===== config.mk =====
export PLATFORM = sky130hd
export DESIGN_NAME = hqi_cell
export DESIGN_NICKNAME = d
export VERILOG_FILES = /design/src/design/hqi_pkg.sv /design/src/design/hqi_cell.sv
export SDC_FILE = /design/constraint.sdc
export NUM_CORES = 1
export LEC_CHECK = 0
export BUFFER_PORTS_ARGS = -buffer_cell sky130_fd_sc_hd__buf_2
export CAP_MARGIN = 20
export CORE_ASPECT_RATIO = 0.7
export CORE_MARGIN = 2
export CORE_UTILIZATION = 42
export DETAILED_ROUTE_END_ITERATION = 8
export MAX_ROUTING_LAYER = met4
export PLACE_DENSITY = 0.75
export SYNTH_ARGS = -nofsm -noshare
export SYNTH_HDL_FRONTEND = slang
export SYNTH_SLANG_ARGS = --single-unit

===== constraint.sdc =====
create_clock -name clock -period 3.79 [get_ports clock]
set_clock_uncertainty 0.05 [all_clocks]
set_input_delay 0.1895 -clock clock [delete_from_list [all_inputs] [get_ports clock]]
set_output_delay 0.1895 -clock clock [all_outputs]
set_load 0.02 [all_outputs]

===== src/design/hqi_pkg.sv =====
// ---------------------------------------------------------------------------
// hqi_pkg: shared types and constants of the hybrid sorter
// Element width, store depth, cell link and control structs, and the
// one-hot state codes of the sequencer.
// ---------------------------------------------------------------------------
package hqi_pkg;

   localparam int MAX_ELEMENTS = 64;
   localparam int DATA_WIDTH   = 32;
   localparam int COUNT_WIDTH  = $clog2(MAX_ELEMENTS + 1);
   localparam int CUTOFF_WIDTH = 7;

   typedef logic signed [DATA_WIDTH-1:0] data_type;
   typedef logic [COUNT_WIDTH-1:0]       count_type;
   typedef logic [CUTOFF_WIDTH-1:0]      cutoff_type;

   // what one cell shows to its neighbors
   typedef struct packed {
      logic     valid;
      logic     take;
      data_type data;
   } cell_link_type;

   // command broadcast to every cell
   typedef struct packed {
      logic insert;
      logic shift;
   } cell_ctrl_type;

   typedef enum logic [1:0] {
      ST_LOAD  = 2'b01,
      ST_DRAIN = 2'b10
   } state_type;

endpackage


===== src/design/hqi_cell.sv =====
// ---------------------------------------------------------------------------
// hqi_cell: one slot of the sorting chain
// Holds one element. On insert, the lowest cell that is empty or whose value
// exceeds the new one takes it and every cell above takes its lower neighbor's
// element. On shift, each cell takes its upper neighbor's element.
// ---------------------------------------------------------------------------
module hqi_cell (
   input  logic                   clock,
   input  logic                   reset,
   input  hqi_pkg::cell_ctrl_type ctrl,
   input  hqi_pkg::data_type      new_value,
   input  hqi_pkg::cell_link_type lower,
   input  hqi_pkg::cell_link_type upper,
   output hqi_pkg::cell_link_type self_link
);

   logic              valid_ff, valid_in;
   hqi_pkg::data_type data_ff, data_in;
   logic              take;

   // claim the new element when empty or holding a larger value
   assign take = !valid_ff || (new_value < data_ff);

   always_comb begin
      valid_in = valid_ff;
      data_in  = data_ff;
      if (ctrl.shift) begin
         valid_in = upper.valid;
         data_in  = upper.data;
      end else if (ctrl.insert && take) begin
         if (lower.take) begin
            valid_in = lower.valid;
            data_in  = lower.data;
         end else begin
            valid_in = 1'b1;
            data_in  = new_value;
         end
      end
   end

   always_ff @(posedge clock) begin
      if (reset) begin
         valid_ff <= 1'b0;
      end else begin
         valid_ff <= valid_in;
      end
   end

   // payload needs no reset
   always_ff @(posedge clock) begin
      data_ff <= data_in;
   end

   assign self_link.valid = valid_ff;
   assign self_link.take  = take;
   assign self_link.data  = data_ff;

endmodule


==> results of run 1 <==
-- worst paths after layout --
check	start	end	slack (ns)	depth (start not counted)
worst max-delay path	data_ff[31]	data_ff[4]	0.78	9
worst min-delay path	reset	valid_ff	0.10	3
worst max register to register	data_ff[31]	data_ff[4]	0.78	9
worst min register to register	valid_ff	valid_ff	0.55	2
-- layout by cell type (no fill, tap or decap), drive strengths merged --
cell type  synthesis  final
mux2i             32     32
and2               3      3
nor3               1      1
nand2b             1      1
nor2               4      4
nand2             41     41
or4b               1      1
a21oi             10     10
o21ai             35     35
nand4              4      4
a31oi              1      1
dfxtp              1      1
a31o               1      1
a221oi             1      1
inv               33     33
a211oi             1      1
o22a               1      1
nand3              2      2
nor4               1      1
a2111oi            1      1
a22oi              1      1
o211ai             2      2
o21a               1      1
o31a               1      1
a21o               3      3
buf                5    137
a221o              1      1
edfxtp            32     32
clkbuf             8      8
ha                31     31
and3               1      1
o22ai              1      1
-- sequential cells by signal (all words and copies together), names as in the netlist --
| name | flops |
|---|---|
| valid_ff | 1 |
| data_ff | 32 |
-- routing by layer --
layer  vias to the layer above  global-route usage (%)  part of all wire, %
met3                         5                    4.85                  7.3
li1                       1196                       -                    -
met5                         -                       -                    0
met1                      1023                    23.2                   45
met2                        93                    31.6                   47
met4                         0                    5.89                  1.0
-- stage by stage --
stage / power (mW) / util [%] / setup slack [ns] / std cells
5_1_grt: 1.17 / 57.6 / 0.670 / 469
6_report: 1.09 / 57.6 / 0.781 / 469
4_1_cts: 1.11 / 57.6 / 0.789 / 469
2_1_floorplan: 0.694 / - / 0.701 / 262
3_3_place_gp: 0.821 / 56.1 / 0.843 / 461
3_5_place_dp: 0.834 / 56.1 / 0.818 / 461
-- worst register-to-register path, delay by kind of cell (launching register included) --
family,cells,cell delay [ns]
AND/OR/NAND/NOR,4,1.01
AO/OA/AOI/OAI,2,0.45
buffers and inverters,2,0.46
adder cells (fa/ha/maj),1,0.33
flip-flops,1,0.34
-- cell families (layout without fill, tap and decap cells) --
group,Yosys count,in the layout,synth area share (%)
multiplexers,32,32,12.9
flip-flops,33,33,39.5
buffers and inverters,46,178,7.25
AND/OR/NAND/NOR,59,59,10.6
AO/OA/AOI/OAI,61,61,14.1
adder cells (fa/ha/maj),31,31,15.6
-- report_power, final --
part	leakage, nW	total [mW]	switching (mW)	internal (mW)
combinational	1.36	0.353	0.203	0.150
clock	0.0455	0.270	0.122	0.148
sequential	0.338	0.470	0.0190	0.451
-- final cells by class --
type | instances | area (sq um) | area share (%)
sequential | 33 | 981 | 29.7
multi-input combinational | 183 | 1320 | 40.1
inverter | 33 | 124 | 3.75
timing repair buffer | 137 | 688 | 20.8
tap | 75 | 93.8 | 2.84
clock buffer | 8 | 90.1 | 2.73
==> metrics, run 1 <==
clk_lat worst skew approximately 0.28 ns; post-synth top area cell edfxtp_1; most common library cells after synthesis nand2_1 (41), o21ai_0 (35), inv_1 (33), edfxtp_1 (32), mux2i_1 (32); Syn Std Cell Area 2480 sq um; top cell type's share of synthesized area between 30% and 40%; Worst-path clk slew roughly 0.060 ns; Residual DRC 0; Clock Sinks 33; Hold-fix buffers, CTS 0; Die Ht around 68 microns; Slowest Stage Delay on Critical Path approximately 0.52 ns; Post-synth ARST share 0%; DP HPWL a little over 5000 microns; Detailed Route Iter0 Violations 76; CP cell instances inv_1, ha_1, nand4_1, nor4_1, nand3_1, o22ai_1, or4b_4, a31o_1, buf_4; total global routing overflow 0; pwr/cell area around 330 nW/um^2; Most used DFF post-synth edfxtp_1; WP buf/inv 2; actual slew at the worst max-slew pin a little under 1 ns; Post-Route WL about 6300 microns; final setup TNS 0 ns; PostCTS Resize Cnt 0; kind of critical path reg2reg; first-pass GRT wire length 8960 microns; FMAX approximately 330 MHz; CTS Buffer Depth 2; top cells by area, synth edfxtp_1 (39%), ha_1 (16%), mux2i_1 (13%); Slew Limit Headroom 34.3%; die area approximately 6600 sq um; Syn Inst Count about 260; post-synthesis cell type count 35; number of synthesized flops with an enable pin 32; routed vias/inst 4.94; DR pass1 iterations 4; critical path's top delay family simple AND/OR/NAND/NOR gates; Worst EP required 3.67 ns; Mapped Avg Cell Area 9.48 sq um; vias in the first global route about 2000; IO buf count 136; final number of setup-violating endpoints 0; H-tree lvl count 2; Crit Path Max Fanout 30; core box area between 5000 and 6000 sq um; Hold Slack approximately 0.10 ns; CTS tree yes; Final Cycle Share around four fifths; initial antenna violation count 0; Critical Path Slowest Stage Cell nor4_1; number of synthesis warnings 0; Die Wd roughly 96 microns; final-report hold violation count 0; wire length per cell approximately 13 microns; pin count of the biggest net entering global routing between 60 and 70; placer's final routability congestion estimate between 0.6 and 0.7; # rows 23; count leader, synth nand2_1; Antenna diodes 0; Worst VDD drop 0.000139 V; Lkg Pwr about 1.7 nW; Syn Nets approximately 400; Max-Cap Viols 0; Nets 528; Final Cell Area 3300 sq um; Routed Antenna Nets 0; Post-CTS Setup Inserts 0; filler instances around 540; CP endpoint kind flip-flop; Num CTS Buffers 5; RSZ-0062 raised after global routing no; hold crit path type in2reg; max-slew violation count 0; crit path DAT between 2 and 3 ns; Layout area overhead 32.8%; Starting Density 43.4%; clock root buffer clkbuf_8; IO Count around 140; status finished, final reports clean; layout cells sized above 1 between 30 and 40%; Area after DPL between 3000 and 4000 sq um; Tmin final between 3 and 4 ns; Worst setup SP type flip-flop; Vias roughly 2300; GRT Total Usage 19.1%; sequential area share after synthesis 39.5%; Yosys reg bits 33
Power figures use the tool's default switching activity.
==> run 2, diff against run 1 <==
- ABC_AREA: default -> 1
- CORE_UTILIZATION: 42 -> 41
- PLACE_DENSITY: 0.75 -> 0.77
- clock period: 3.79 -> 2.6 ns (I/O delays scaled with it)
==> metrics, run 2 <==
Mapped Avg Cell Area 7.85 sq um (-17%); Post-synth ARST share 0% (unchanged); Worst EP required 2.51 ns (-1.16 ns); routed vias/inst 4.90 (-0.72%); Routed Antenna Nets 0 (unchanged); Worst setup SP type flip-flop; Residual DRC 0 (unchanged); Combinational Power Share 31.7% (-0.6 points); Syn Inst Count 320 (+22%); FMAX 441 MHz (+33%); first-pass GRT wire length 11000 microns (+23%); max-slew violation count 0 (unchanged); vias in the first global route 2453 (+21%); Die Wd 97.5 microns (+1.7%); Hold EP valid_ff; Final Cycle Share 87.2% (+7.8 points); number of flip-flops in the largest register 32 (unchanged); most frequent cells in the layout buf_2 (136), a21oi_1 (79), nand2_1 (59); Worst VDD drop 0.000236 V (+70%); Die Ht 69.5 microns (+1.6%); die area 6780 sq um (+3.3%); CP endpoint kind flip-flop; Area after DPL 3240 sq um (+0.90%); WHS Path Cells 4 (+1); Vias 2580 (+11%); IO buf count 136 (unchanged); Net Sw Frac 32.7% (+1.2 points); GR Util met3 3.83% (-1.0 points); final-report hold violation count 0 (unchanged); busiest grt layer met2; kind of critical path reg2reg; Num CTS Buffers 5 (unchanged); Hold-fix buffers, CTS 0 (unchanged); CTS Buffer Depth 2 (unchanged); most common cell after layout, fill and taps aside buf_2; Worst-path clk slew 0.07 ns (about the same); pwr/cell area 488 nW/um^2 (+47%); Detailed Route Iter0 Violations 105 (+38%); Max-Cap Viols 0 (unchanged); r2r startpoint data_ff[5]; GRT Total Usage 20.3% (+1.2 points); sequential area share after synthesis 39.1% (-0.41 points); Layout area overhead 33.0%; # rows 23 (unchanged); clk_lat worst skew 0.28 ns (about the same); Crit Path Max Fanout 19 (-37%); NetSw 0.532 mW (+55%); Clock Sinks 33 (unchanged); R2R cell count 14 (+5); number of synthesis warnings 0 (unchanged); hold crit path type in2reg; Largest regs data_ff: 32 flops, valid_ff: 1 flops; Power Internal 1.10 mW (+46%); most common library cells after synthesis a21oi_1 (79), nand2_1 (59), inv_1 (39), nor2_1 (38), edfxtp_1 (32); met1 Use GR 25.0% (+1.8 points); pin count of the biggest net entering global routing 34 (-50%); Yosys reg bits 33 (unchanged); post-synth top area cell edfxtp_1; layout cells sized above 1 35.5% (-1.6 points); Syn Std Cell Area 2510 sq um (+1.1%); Syn Nets 455 (+15%); actual slew at the worst max-slew pin 0.685 ns (-0.300 ns); count leader, synth a21oi_1; final number of setup-violating endpoints 0 (unchanged); post-synthesis cell type count 25 (-29%); core box area 5810 sq um (+1.5%); CTS tree yes; crit path DAT 2.18 ns (-0.71 ns); RR Endpoint data_ff[1]; Antenna diodes 0 (unchanged); placer's final routability congestion estimate 0.822 (+22%); Tmin final 2.27 ns (-0.741 ns); H-tree lvl count 2 (unchanged); status finished, final reports clean; R2R Setup Slk 0.33 ns (-0.45 ns); Slew Limit Headroom 54.3% (+20 points); PostCTS Resize Cnt 0 (unchanged); Clk pwr share 26.6% (+1.9 points); DR pass1 iterations 4 (unchanged); DP HPWL 5230 microns (+3.0%); Most flops, register data_ff; worst hold path startpoint reset; RSZ-0062 raised after global routing no; total global routing overflow 0 (unchanged); initial antenna violation count 0 (unchanged); Final Cell Area 3340 sq um (+1.2%); part of the power in registers 41.6% (-1.4 points); top cells by area, synth edfxtp_1 (38%), a21oi_1 (16%), ha_1 (15%); wire length per cell 13.0 microns (-3.9%); Most used DFF post-synth edfxtp_1; Lkg Pwr 1.78 nW (+1.9%); top cell type's share of synthesized area 38.3% (-0.40 points); clock root buffer clkbuf_8; IO Count 138 (unchanged); Starting Density 43.2% (-0.19 points); Post-Route WL 6820 microns (+7.8%); number of synthesized flops with an enable pin 32 (unchanged); Nets 585 (+11%); final setup TNS 0 ns (unchanged); global-route met2 utilization 34.7% (+3.1 points); Post-CTS Setup Inserts 0 (unchanged)
==> run 2: area by class of cell <==
type,instances,area [sq um]
clock buffers,7,96.3
inverters,43,164
repair buffers,139,703
clock inverters,1,5.00
fillers,557,2470
flip-flops and latches,33,981
well taps,75,93.8
multi-input cells,228,1300
==> run 2: logic make-up (layout without fill, tap and decap cells) <==
| kind of cell | count (synthesis) | count (layout) | synth area share [%] |
|---|---|---|---|
| buffers and inverters | 59 | 190 | 9.27 |
| and+or+nand+nor | 108 | 108 | 17.5 |
| AOI/OAI and AO/OA | 89 | 89 | 18.7 |
| DFF | 33 | 33 | 39.1 |
| adders and majority gates | 31 | 31 | 15.4 |
==> run 2: power groups by stage <==
stage / Sequential [mW] / Clock, mW / Combinational (mW)
6_report: 0.678 / 0.434 / 0.517
4_1_cts: 0.679 / 0.445 / 0.522
3_3_place_gp: 0.688 / 0 / 0.503
2_1_floorplan: 0.757 / 0 / 0.252
3_5_place_dp: 0.690 / 0 / 0.518
5_1_grt: 0.686 / 0.460 / 0.588
==> run 2: worst max path at each step <==
stage / from / endpoint / slack, ns / cells after the start
6_report: data_ff[5] / data_ff[1] / 0.33 / 14
5_1_grt: data_ff[5] / data_ff[1] / 0.17 / 14
4_1_cts: data_ff[31] / data_ff[1] / 0.32 / 13
3_5_place_dp: data_ff[31] / data_ff[5] / 0.36 / 13
3_3_place_gp: data_ff[5] / data_ff[5] / 0.40 / 14
2_1_floorplan: data_ff[5] / data_ff[0] / 0.25 / 13
==> run 2: critical path: stages, from the launching register on <==
cell and delay, ns:
edfxtp_1 0.39, inv_1 0.07, ha_1 0.23, a21oi_1 0.15
nor2_1 0.05, nor3_1 0.13, nand2_1 0.10, nand2_1 0.06
nand2_1 0.06, nand2_1 0.07, nand3_1 0.09, nand3_2 0.10
nand2_2 0.05, nand2_2 0.05, buf_4 0.28
==> run 2: routing by layer <==
metal,vias up,wire [microns]
li1,1334,-
met1,1117,2990
met2,122,3200
met3,7,550
met4,0,79
met5,-,0
==> run 2: per-stage QoR <==
stage,utilization (%),total power [mW],std cells,hold WS (ns),setup WS (ns)
after floorplan,-,1.01,320,0.244,0.247
after global placement,55.7,1.19,518,0.339,0.398
after detailed placement,55.7,1.21,518,0.357,0.358
after CTS,57.5,1.65,526,0.0524,0.318
after global routing,57.5,1.73,526,0.0666,0.175
final,57.5,1.63,526,0.0577,0.332
==> run 3, diff against run 2 <==
- CORE_UTILIZATION: 41 -> 42
- PLACE_DENSITY: 0.77 -> 0.75
- REMOVE_ABC_BUFFERS: default -> 1
- clock period: 2.6 -> 2.7 ns (I/O delays scaled with it)
==> metrics, run 3 (same netlist as run 2, synthesis figures left out) <==
status finished, final reports clean; Placement Setup Slack 0.471 ns (+0.113 ns); IO buf count 136 (unchanged); Post-CTS Setup Inserts 0 (unchanged); layout cells sized above 1 34.9% (-0.59 points); Hold Slack 0.0553 ns (-0.00240 ns); placer's final routability congestion estimate 0.748 (-9.1%); most frequent cells in the layout buf_2 (136), a21oi_1 (79), nand2_1 (59); Starting Density 43.6% (+0.43 points); Antenna diodes 0 (unchanged); R2R Setup Slk 0.48 ns (+0.15 ns); Lkg Pwr 1.76 nW (-0.87%); Largest regs data_ff: 32 flops, valid_ff: 1 flops; CP cell instances inv_1, ha_1, a21oi_1, nor2_1, nor3_1, nand2_1, nand2_1, nand2_1, nand2_1, nand3_1, nand3_2, nand2_2, nand2_2, buf_4; Critical Path Slowest Stage Cell edfxtp_1; initial antenna violation count 0 (unchanged); WHS Path Cells 4 (unchanged); kind of critical path reg2reg; Layout area overhead 32.0%; DP HPWL 4970 microns (-5.1%); Post-Route WL 6480 microns (-5.0%); register area 981 sq um (unchanged); Hold-fix buffers, CTS 0 (unchanged); first-pass GRT wire length 9870 microns (-11%); pin count of the biggest net entering global routing 37 (+8.8%); # rows 23 (unchanged); GRT Total Usage 19.9% (-0.40 points); Hold EP valid_ff; vias in the first global route 2270 (-7.5%); Slowest Stage Delay on Critical Path 0.38 ns (about the same); DR pass1 iterations 4 (unchanged); slack of the critical path 0.483 ns (+0.151 ns); max-slew violation count 0 (unchanged); total global routing overflow 0 (unchanged); IO Count 138 (unchanged); CP most frequent cell nand2_1; Final Cycle Share 82.1% (-5.1 points); CTS tree yes; Routed Antenna Nets 0 (unchanged); H-tree lvl count 2 (unchanged); filler instances 554 (-0.54%); final setup TNS 0 ns (unchanged); RR Endpoint data_ff[24]; clock root buffer clkbuf_8; Crit Path Max Fanout 17 (-2); final-report hold violation count 0 (unchanged); RSZ-0062 raised after global routing no; CP endpoint kind flip-flop; pwr/cell area 449 nW/um^2 (-8.0%); Most flops, register data_ff; Clock Sinks 33 (unchanged); actual slew at the worst max-slew pin 0.669 ns (-0.0156 ns); R2R cell count 14 (unchanged); hold crit path type in2reg; Num CTS Buffers 5 (unchanged); Tmin final 2.22 ns (-0.0511 ns); Detailed Route Iter0 Violations 91 (-13%); r2r startpoint data_ff[5]; WP buf/inv 2 (unchanged); Die Ht 68.7 microns (-1.1%); crit path DAT 2.13 ns (-0.05 ns); routed vias/inst 4.92 (+0.31%); Worst setup SP type flip-flop; Residual DRC 0 (unchanged); PostCTS Resize Cnt 0 (unchanged); core box area 5760 sq um (-0.99%); Worst-path clk slew 0.06 ns (about the same); Nets 585 (unchanged); Vias 2583 (+0.12%); CTS Buffer Depth 2 (unchanged); clk_lat worst skew 0.28 ns (about the same); die area 6620 sq um (-2.3%); Worst EP required 2.61 ns (+0.10 ns); most common cell after layout, fill and taps aside buf_2; Max-Cap Viols 0 (unchanged); FMAX 451 MHz (+2.3%); Die Wd 96.4 microns (-1.1%); footprint of the multi-input gates 1300 sq um (unchanged); final number of setup-violating endpoints 0 (unchanged); Slew Limit Headroom 55.4% (+1.0 points); critical path's top delay family simple AND/OR/NAND/NOR gates; worst hold path startpoint reset; wire length per cell 12.3 microns (-4.8%); number of flip-flops in the largest register 32 (unchanged); Worst VDD drop 0.000264 V (+12%)
[run 3: worst register-to-register path, stage by stage, from the launching register on]
cell and delay (ns):
edfxtp_1 0.38, inv_1 0.07, ha_1 0.23, a21oi_1 0.15, nor2_1 0.05, nor3_1 0.14
nand2_1 0.08, nand2_1 0.05, nand2_1 0.07, nand2_1 0.08, nand3_1 0.08, nand3_2 0.09
nand2_2 0.05, nand2_2 0.05, buf_4 0.26
[run 3: area by class of cell]
cell class	count	share of cell area [%]
multi-input combinational	228	39.1
sequential	33	29.6
timing repair buffer	139	21.2
inverter	43	4.94
tap	75	2.83
clock buffer	6	2.19
clock inverter	1	0.113
[run 3: power by group]
group | internal [mW] | switching [mW] | total, mW
clock | 0.174 | 0.166 | 0.339
combinational | 0.198 | 0.297 | 0.495
sequential | 0.629 | 0.0249 | 0.654
total | 1.00 | 0.488 | 1.49
[run 3: worst max path at each step]
stage             endpoint  depth (start not counted)  slack, ns   startpoint
3_3_place_gp   data_ff[10]                         14       0.52   data_ff[5]
5_1_grt        data_ff[24]                         15       0.25  data_ff[15]
3_5_place_dp   data_ff[11]                         14       0.47   data_ff[5]
6_report       data_ff[24]                         14       0.48   data_ff[5]
4_1_cts        data_ff[26]                         14       0.45   data_ff[5]
2_1_floorplan   data_ff[0]                         13       0.27   data_ff[5]
[run 3: per-stage QoR]
| step | cells | total power, mW | area [sq um] | utilization (%) |
|---|---|---|---|---|
| global route | 525 | 1.59 | 3320 | 57.6 |
| finish | 525 | 1.49 | 3320 | 57.6 |
| floorplan | 304 | 0.952 | 2440 | - |
| detailed placement | 518 | 1.16 | 3240 | 56.3 |
| CTS | 525 | 1.50 | 3320 | 57.6 |
| global placement | 518 | 1.15 | 3240 | 56.3 |
[run 3: per-layer routing]
metal / up-vias / routed length [microns] / track usage [%]
met5: - / 0 / -
met4: 0 / 44 / 4.75
met3: 5 / 543 / 4.24
met2: 107 / 2860 / 33.4
met1: 1141 / 3040 / 25.1
li1: 1330 / - / -
